### src/ordl_pkg.sv
// ordl_pkg: shared widths, capacity, operation and status codes
// and the command struct broadcast to the storage cells.
// No dependencies.
`default_nettype none

package ordl_pkg;

    localparam int CAPACITY = 256;
    localparam int DATA_W   = 32;
    localparam int POS_W    = 9;
    localparam int OP_W     = 2;
    localparam int STAT_W   = 2;
    localparam int IDX_W    = $clog2(CAPACITY);
    localparam int CNT_W    = $clog2(CAPACITY + 1);
    // widths wide enough to compare a position against count + 1
    localparam int CMP_W    = ((CNT_W > POS_W) ? CNT_W : POS_W) + 1;

    // reduction tree: cells are grouped, one registered level per group
    localparam int GRP_SIZE = 16;
    localparam int GRP_W    = $clog2(GRP_SIZE);
    localparam int NUM_GRP  = (CAPACITY + GRP_SIZE - 1) / GRP_SIZE;

    typedef enum logic [OP_W-1:0] {
        OP_INSERT = 2'd0,
        OP_DELETE = 2'd1,
        OP_GET    = 2'd2,
        OP_FIND   = 2'd3
    } op_t;

    typedef enum logic [STAT_W-1:0] {
        ST_OK    = 2'd0,
        ST_RANGE = 2'd1,
        ST_FULL  = 2'd2
    } status_t;

    // broadcast to every cell
    typedef struct packed {
        logic              ins;
        logic              del;
        logic [IDX_W-1:0]  pos_idx;
        logic [DATA_W-1:0] elem;
        logic [DATA_W-1:0] key;
        logic [CNT_W-1:0]  count;
    } cell_cmd_t;

endpackage

`default_nettype wire

### src/ordl_cell.sv
// ordl_cell: one storage slot of the list; shifts with its neighbors
// on insert and delete and registers a match flag against the search key.
// Depends on ordl_pkg.
`default_nettype none

module ordl_cell
    import ordl_pkg::*;
(
    input  wire logic              aclk,
    input  wire logic              aresetn,
    input  wire logic [IDX_W-1:0]  my_idx,
    input  wire cell_cmd_t         cmd,
    input  wire logic [DATA_W-1:0] left_entry,
    input  wire logic [DATA_W-1:0] right_entry,
    output logic      [DATA_W-1:0] entry,
    output logic                   hit
);

    logic [DATA_W-1:0] entry_reg, entry_next;
    logic              hit_reg, hit_next;

    always_comb begin
        entry_next = entry_reg;
        if (cmd.ins) begin
            if (my_idx == cmd.pos_idx) begin
                entry_next = cmd.elem;
            end else if (my_idx > cmd.pos_idx) begin
                entry_next = left_entry;
            end
        end else if (cmd.del && (my_idx >= cmd.pos_idx)) begin
            entry_next = right_entry;
        end
    end

    // only occupied slots may match
    assign hit_next = (entry_reg == cmd.key) && (CNT_W'(my_idx) < cmd.count);

    always_ff @(posedge aclk) begin
        entry_reg <= entry_next;
        if (!aresetn) begin
            hit_reg <= 1'b0;
        end else begin
            hit_reg <= hit_next;
        end
    end

    assign entry = entry_reg;
    assign hit   = hit_reg;

endmodule

`default_nettype wire

### config.mk
export PLATFORM = sky130hd
export DESIGN_NAME = ordl_cell
export DESIGN_NICKNAME = d
export VERILOG_FILES = /design/src/ordl_pkg.sv /design/src/ordl_cell.sv
export SDC_FILE = /design/constraint.sdc
export NUM_CORES = 1
export LEC_CHECK = 0
export BUFFER_PORTS_ARGS = -buffer_cell sky130_fd_sc_hd__buf_4
export CORE_MARGIN = 2
export CORE_UTILIZATION = 36
export CTS_BUF_LIST = sky130_fd_sc_hd__clkbuf_4 sky130_fd_sc_hd__clkbuf_8 sky130_fd_sc_hd__clkbuf_16
export CTS_CLUSTER_DIAMETER = 120
export DETAILED_ROUTE_END_ITERATION = 10
export PLACE_DENSITY_LB_ADDON = 0.12
export SYNTH_ARGS = -nofsm -noshare
export SYNTH_HDL_FRONTEND = slang
export SYNTH_SLANG_ARGS = --single-unit
### constraint.sdc
create_clock -name aclk -period 1.8 [get_ports aclk]
set_input_delay 0 -clock aclk [delete_from_list [all_inputs] [get_ports aclk]]
set_output_delay 0 -clock aclk [all_outputs]
set_load 0.02 [all_outputs]
==> results of run 1 <==
[metrics by stage]
step,instance area (um2),std cells,total power [mW],utilization (%)
floorplan,2420,239,1.48,-
global placement,3930,501,1.99,61.3
detailed placement,3930,501,2.01,61.3
CTS,4010,508,2.52,62.5
global route,4020,508,2.64,62.6
finish,4020,508,2.49,62.6
[final timing paths]
| kind | from | endpoint | slack [ns] |
|---|---|---|---|
| worst max-delay path | entry[27]$_DFFE_PP_ | hit$_SDFF_PN0_ | 0.19 |
| worst max register to register | entry[27]$_DFFE_PP_ | hit$_SDFF_PN0_ | 0.19 |
| worst min-delay path | cmd[13] | hit$_SDFF_PN0_ | 0.03 |
| worst min register to register | entry[23]$_DFFE_PP_ | hit$_SDFF_PN0_ | 0.59 |
[synthesized netlist by cell type, types with 3 or more instances]
cell | count | area (um2)
a21oi_1 | 36 | 180
nor2_1 | 33 | 124
edfxtp_1 | 32 | 961
mux2i_1 | 32 | 320
xnor2_1 | 19 | 166
inv_1 | 18 | 67.6
ha_1 | 15 | 188
xor2_1 | 13 | 114
nand4_1 | 8 | 50.1
clkbuf_1 | 7 | 26.3
a21o_1 | 3 | 22.5
buf_6 | 3 | 33.8
nor2b_1 | 3 | 18.8
nor4_1 | 3 | 18.8
o21ai_0 | 3 | 15.0
[cell type report]
cell class | instances | share of cell area [%]
timing repair buffer | 195 | 36.7
multi-input combinational | 178 | 32.8
sequential | 33 | 24.4
tap | 77 | 2.40
clock buffer | 6 | 1.90
inverter | 18 | 1.68
clock inverter | 1 | 0.0934
[where the power goes]
group | switching [mW] | internal (mW)
sequential | 0.0784 | 0.978
clock | 0.238 | 0.275
combinational | 0.421 | 0.502
[what timing repair did]
item	CTS	global route
hold buffers	0	0
endpoints found under the setup margin	0	1
gates resized for setup	0	1
hold endpoints to repair	0	0
buffers inserted	0	0
[routing by layer]
layer / GRT usage, % / share of wire [%] / wire [um]
met5: 0 / 0 / 0
met4: 4.47 / 0.86 / 63
met3: 5.58 / 8.6 / 630
met2: 36.2 / 54 / 3920
met1: 21.1 / 37 / 2670
[logic make-up after synthesis]
family	share of synthesized area [%]
buf+inv	5.27
fa+ha+maj	7.76
compound gates	9.98
xor+xnor	11.6
simple gates	11.6
flops	40.5
mux	13.2
[worst reg2reg max path, stage by stage, from the launching register on]
cell and delay (ns):
edfxtp_1 0.42, xnor2_1 0.18, nand4_1 0.15, nor4_2 0.35, nand4_1 0.16, nor4_2 0.27
==> results.yml, run 1 <==
outcome:
  status: "completed"
finish:
  multi_input_area_um2: 1320
  drive_above_1_share_pct: 47.8
  fillers: 568
  largest_register_ffs: 32
  seq_area_um2: 981
  final_cell_mix: "buf_4 (194), a21oi_1 (36), nor2_1 (33)"
  antennaDiodeCount: 0
  fin_nets: 603
  final_common_cell: "buf_4"
  area_growth_pct: 66.1
clock_tree:
  htree_num_levels: 2
  cts_sinks: 33
  cts_root_buf: "clkbuf_8"
  clk_pin_slew_worst_paths_ns: 0.06
  cts_buffers: 5
  cts_buffer_depth: 2
  cts_tree: "done"
  insertion_delay_ns: 0.27
setup_path:
  path_cells: "xnor2_1 > nand4_1 > nor4_2 > nand4_1 > nor4_2"
  cp_top_family: "simple AND/OR/NAND/NOR gates"
  cp_slowest_cell: "edfxtp_1"
  endpoint_kind: "flip-flop"
  crit_type: "reg2reg"
  crit_buf_inv: 0
  crit_arrival_ns: 1.80
  slowest_delay_ns: 0.42
  cp_num_cells: 5
  start_kind: "flip-flop"
  rr_worst_depth: 5
  path_max_fanout: 2
  cp.required_ns: 1.99
power_and_ir_drop:
  power_density_nw_per_um2: 620
  leakagePower_nw: 1.82
  ir_drop_mv: 0.344
sta:
  fmax_mhz: 622
  fin_tns_setup_ns: 0
  setup_violations: 0
  tightest_slew_ns: 0.320
  hold_viol_final: 0
  period_share_pct: 89.3
  rsz0062_at_grt: "false"
  holdWs_ns: 0.0323
  min_period_ns: 1.61
  timing.final.max_slew_violations: 0
  relSlewSlack_pct: 78.7
  finClkSkew_ns: 0.00486
  setup_ws_ns: 0.193
grt:
  grt_max_degree: 37
  grt_pass1_vias: 2379
  grt_pass1_wl_um: 11000
  gr-total-overflow: 0
  grt_usage_pct: 19.2
  antenna_found_initial: 0
synth:
  synth-edff-count: 32
  syn_nets: 411
  synth_flop_cell: "edfxtp_1"
  yosysSeqAreaShare_pct: 40.5
  avgSynthCellArea_um2: 10.1
  syn_inst: 239
  ys_ff_latch: 33
  yosysWarnings: 0
  async_reset_ff_share_pct: 0
  synth_area_um2: 2420
  ys_types: 26
routing:
  first_pass_iters: 4
  viasPerCell: 4.73
  routed_wl_um: 7290
  initialDrtViolationCount: 38
  antenna_left: 0
  vias: 2405
  wire_per_inst_um: 14.4
  drc: 0
run:
  drv_cap: 0
hold_path:
  hold_class: "in2reg"
  hold_path_depth: 4
die:
  core.rowCount: 29
  die_y_um: 86.0
  core_um2: 6420
  die-area_um2: 7390
  initial_core_util_pct: 37.7
  boundaryPins: 190
  die_w_um: 86.0
placed_design:
  dp_hpwl_um: 6360
  preCtsSetupSlack_ns: 0.0508
  routabilityCongestion: 0.777
  io_buffers: 189
(Power assumes the default switching activity.)
==> inputs of run 2 (changes only) <==
--- a/config.mk
+++ b/config.mk
@@ -6,8 +6,9 @@
 export NUM_CORES = 1
 export LEC_CHECK = 0
 export BUFFER_PORTS_ARGS = -buffer_cell sky130_fd_sc_hd__buf_4
+export CAP_MARGIN = 20
 export CORE_MARGIN = 2
-export CORE_UTILIZATION = 36
+export CORE_UTILIZATION = 40
 export CTS_BUF_LIST = sky130_fd_sc_hd__clkbuf_4 sky130_fd_sc_hd__clkbuf_8 sky130_fd_sc_hd__clkbuf_16
 export CTS_CLUSTER_DIAMETER = 120
 export DETAILED_ROUTE_END_ITERATION = 10
==> constraint.sdc (replaced) <==
create_clock -name aclk -period 1.6 [get_ports aclk]
set_input_delay 0 -clock aclk [delete_from_list [all_inputs] [get_ports aclk]]
set_output_delay 0 -clock aclk [all_outputs]
set_load 0.02 [all_outputs]
==> results.yml, run 2 (synthesis gave the netlist of run 1 again) <==
sta:
  rsz0062_at_grt: "true"
  relSlewSlack_pct: 78.4
  timing.final.max_slew_violations: 0
  min_period_ns: 1.60
  setup_violations: 0
  fin_tns_setup_ns: 0
  finClkSkew_ns: 0.00837
  hold_viol_final: 0
  fmax_mhz: 626
  tightest_slew_ns: 0.321
  period_share_pct: 99.8
clock_tree:
  htree_num_levels: 2
  cts_root_buf: "clkbuf_8"
  cts_buffer_depth: 2
  cts_tree: "done"
  cts_hold_buf: 0
  cts_buffers: 5
  cts_setup_buffers: 0
  cts_sinks: 33
  clk_pin_slew_worst_paths_ns: 0.07
  insertion_delay_ns: 0.28
power_and_ir_drop:
  p_total_mw: 2.85
  ir_drop_mv: 0.536
  power_density_nw_per_um2: 700
  leakagePower_nw: 1.85
finish:
  area_growth_pct: 68.5
  final_common_cell: "buf_4"
  drive_above_1_share_pct: 48.6
  instances_no_fill: 505
  fin_area_um2: 4080
  largest_register_ffs: 32
  antennaDiodeCount: 0
  final_cell_mix: "buf_4 (189), a21oi_1 (36), nor2_1 (33)"
  fin_nets: 601
  fillers: 514
grt:
  gr-total-overflow: 0
  grt_pass1_vias: 2442
  antenna_found_initial: 0
  grt_max_degree: 37
  grt_usage_pct: 21.1
  grt_pass1_wl_um: 10600
die:
  die-area_um2: 6690
  core_um2: 5890
  die_w_um: 81.8
  boundaryPins: 190
  initial_core_util_pct: 41.1
  core.rowCount: 28
  die_y_um: 81.8
setup_path:
  crit_top_cell: "nand4_1"
  crit_type: "reg2reg"
  path_cells: "xnor2_1 > nand4_1 > nor4_4 > nand4_1 > nor4_2"
  crit_arrival_ns: 1.80
  cp_top_family: "simple AND/OR/NAND/NOR gates"
  slowest_delay_ns: 0.41
  endpoint_kind: "flip-flop"
  start_kind: "flip-flop"
  path_max_fanout: 2
  crit_buf_inv: 0
  cp.required_ns: 1.80
  cp_slowest_cell: "edfxtp_1"
routing:
  viasPerCell: 4.86
  vias: 2452
  initialDrtViolationCount: 34
  antenna_left: 0
  wire_per_inst_um: 14.5
  first_pass_iters: 5
  drc: 0
  routed_wl_um: 7310
outcome:
  status: "completed"
placed_design:
  io_buffers: 189
  dp_hpwl_um: 6150
  placed_area_um2: 3950
  routabilityCongestion: 0.847
  placedCellCount: 497
run:
  drv_cap: 0
hold_path:
  hold_class: "in2reg"
## run 2: changes by cell type in the layout (fill, tap and decap cells not counted)
cell and change:
buf_12 +3, buf_4 -5, clkbuf_4 -1, clkinv_1 -1, clkinv_2 +2, clkinvlp_4 +1, nor4_2 -1, nor4_4 +1
xnor2_1 -3, xnor2_2 +3
## run 2: area by class of cell
| cell class | count | area, um2 | area share [%] |
|---|---|---|---|
| timing repair buffer | 193 | 1500 | 36.8 |
| multi-input combinational | 178 | 1350 | 33.1 |
| sequential | 33 | 981 | 24.1 |
| tap | 75 | 93.8 | 2.30 |
| clock buffer | 5 | 68.8 | 1.69 |
| inverter | 18 | 67.6 | 1.66 |
| clock inverter | 3 | 17.5 | 0.430 |
## run 2: final timing paths
path	slack (ns)	to	from	cells past startpoint
max reg2reg	0.004	hit$_SDFF_PN0_	entry[27]$_DFFE_PP_	5
max	0.004	hit$_SDFF_PN0_	entry[27]$_DFFE_PP_	5
min reg2reg	0.62	hit$_SDFF_PN0_	entry[23]$_DFFE_PP_	3
min	0.03	entry[23]$_DFFE_PP_	right_entry[23]	3
## run 2: worst reg2reg max path: cells and delay by family (launching register included)
family / cells / cell delay [ns]
xor+xnor: 1 / 0.17
flops: 1 / 0.41
simple gates: 4 / 0.94
## run 2: per-stage QoR
| stage | util, % | hold slack, ns | setup slack [ns] |
|---|---|---|---|
| final | 69.3 | 0.0300 | 0.00351 |
| after global routing | 69.3 | 0.0365 | -0.122 |
| after CTS | 69.0 | 0.0199 | -0.00622 |
| after detailed placement | 67.2 | 0.320 | -0.135 |
| after global placement | 67.2 | 0.313 | -0.0606 |
| after floorplan | - | 0.215 | 0.0130 |
## run 2: repair_timing
| action | CTS | global route |
|---|---|---|
| setup endpoints to repair | 1 | 1 |
| resized for setup | 3 | 2 |
| pin swaps | 5 | 3 |
## run 2: layer usage
metal,routed length [um],GRT usage (%),vias to the layer above
met1,2470,21.3,1092
met3,802,7.58,8
met4,59,5.33,0
met2,3970,40.6,122
met5,0,0,-
li1,-,-,1230
## run 2: report_power, final
part,switching (mW),leakage (nW),internal [mW]
Sequential,0.0920,0.316,1.10
Clock,0.307,0.0439,0.300
Combinational,0.478,1.49,0.578
==> inputs of run 3 (changes only) <==
--- a/config.mk
+++ b/config.mk
@@ -7,8 +7,10 @@
 export LEC_CHECK = 0
 export BUFFER_PORTS_ARGS = -buffer_cell sky130_fd_sc_hd__buf_4
 export CAP_MARGIN = 20
+export CELL_PAD_IN_SITES_DETAIL_PLACEMENT = 0
+export CELL_PAD_IN_SITES_GLOBAL_PLACEMENT = 1
 export CORE_MARGIN = 2
-export CORE_UTILIZATION = 40
+export CORE_UTILIZATION = 28
 export CTS_BUF_LIST = sky130_fd_sc_hd__clkbuf_4 sky130_fd_sc_hd__clkbuf_8 sky130_fd_sc_hd__clkbuf_16
 export CTS_CLUSTER_DIAMETER = 120
 export DETAILED_ROUTE_END_ITERATION = 10
==> results.yml, run 3 (synthesis gave the netlist of run 1 again) <==
hold_path:
  hold_class: "in2reg"
clock_tree:
  insertion_delay_ns: 0.27
  cts_sinks: 33
  cts_hold_buf: 0
  clk_pin_slew_worst_paths_ns: 0.07
  cts_tree: "done"
  cts_buffers: 5
  htree_num_levels: 2
  cts_buffer_depth: 2
  cts_root_buf: "clkbuf_8"
sta:
  relSlewSlack_pct: 74.9
  finClkSkew_ns: 0.00621
  min_period_ns: 1.57
  period_share_pct: 98.0
  tightest_slew_ns: 0.373
  fmax_mhz: 638
  hold_viol_final: 0
  timing.final.max_slew_violations: 0
  setup_violations: 0
  rsz0062_at_grt: "true"
placed_design:
  io_buffers: 189
  routabilityCongestion: 0.813
  placedCellCount: 530
  dp_hpwl_um: 6630
finish:
  area_growth_pct: 71.9
  multi_input_area_um2: 1340
  final_cell_mix: "buf_4 (197), a21oi_1 (36), nor2_1 (33)"
  final_common_cell: "buf_4"
  antennaDiodeCount: 0
  instances_no_fill: 543
  seq_area_um2: 981
  fillers: 819
  fin_nets: 609
  largest_register_ffs: 32
  drive_above_1_share_pct: 49.1
setup_path:
  crit_type: "reg2reg"
  start_kind: "flip-flop"
  crit_top_cell: "nand4_1"
  slowest_delay_ns: 0.41
  crit_arrival_ns: 1.76
  endpoint_kind: "flip-flop"
  path_max_fanout: 2
  path_cells: "xnor2_1 > nand4_1 > nor4_4 > nand4_1 > nor4_2"
  cp.required_ns: 1.79
  cp_slowest_cell: "edfxtp_1"
grt:
  antenna_found_initial: 0
  grt_pass1_wl_um: 12500
  grt_max_degree: 45
  grt_usage_pct: 16.5
  gr-total-overflow: 0
  grt_pass1_vias: 2558
power_and_ir_drop:
  leakagePower_nw: 1.89
  p_total_mw: 2.88
  ir_drop_mv: 0.349
  power_density_nw_per_um2: 693
die:
  initial_core_util_pct: 29.2
  die_y_um: 97.0
  die-area_um2: 9400
  core_um2: 8300
  boundaryPins: 190
  core.rowCount: 33
  die_w_um: 97.0
run:
  drv_cap: 0
outcome:
  status: "completed"
routing:
  antenna_left: 0
  vias: 2388
  first_pass_iters: 6
  initialDrtViolationCount: 58
  drc: 0
  wire_per_inst_um: 14.3
  routed_wl_um: 7770
  viasPerCell: 4.40
==> run 3: cell count changes in the layout (fill, tap and decap cells not counted) <==
| cell | delta |
|---|---|
| xnor2_1 | +2 |
| buf_4 | +8 |
| clkbuf_4 | +1 |
| xnor2_2 | -2 |
| clkinvlp_4 | -1 |
==> run 3: cell type report <==
type	count	area share (%)
repair buffers	201	37.5
multi-input cells	178	32.1
flip-flops and latches	33	23.6
well taps	105	3.16
clock buffers	6	1.83
inverters	18	1.62
clock inverters	2	0.241
==> run 3: power by group <==
group	total, mW	internal [mW]	switching [mW]
registers	1.19	1.10	0.0856
clock network	0.611	0.318	0.293
logic	1.09	0.601	0.486
==> run 3: metal layers <==
metal	GRT usage [%]	vias up	wire length (um)
met5	0	-	0
met4	2.60	0	29
li1	-	1247	-
met1	19.1	1027	2860
met3	6.65	2	868
met2	29.1	112	4010
==> run 3: stage by stage <==
| stage | setup slack [ns] | setup TNS, ns | hold WS [ns] | util (%) | area (um2) |
|---|---|---|---|---|---|
| 6_report | 0.0326 | 0 | 0.0332 | 50.1 | 4160 |
| 5_1_grt | -0.0946 | -0.0946 | 0.0348 | 50.1 | 4160 |
| 4_1_cts | -0.0303 | -0.0303 | 0.0243 | 49.6 | 4110 |
| 3_5_place_dp | -0.150 | -3.13 | 0.320 | 48.4 | 4010 |
| 3_3_place_gp | -0.0880 | -2.70 | 0.316 | 48.4 | 4010 |
| 2_1_floorplan | 0.0130 | 0 | 0.215 | - | 2420 |
==> run 3: timing repair <==
action | CTS | global route
pin swaps | 5 | 3
gates resized for setup | 1 | 2
setup endpoints to repair | 1 | 1
buffers inserted | 1 | 4
==> run 3: worst paths after layout <==
kind	start	to	slack, ns	cells after the start
min reg2reg	entry[23]$_DFFE_PP_	hit$_SDFF_PN0_	0.62	3
max reg2reg	entry[5]$_DFFE_PP_	hit$_SDFF_PN0_	0.03	5
max	entry[5]$_DFFE_PP_	hit$_SDFF_PN0_	0.03	5
min	cmd[32]	hit$_SDFF_PN0_	0.03	4
==> run 3: critical path, delay by kind of cell, from the launching register on <==
kind                      cells  cell delay [ns]
and+or+nand+nor               4             0.90
DFF                           1             0.41
xor gates and xnor gates      1             0.17
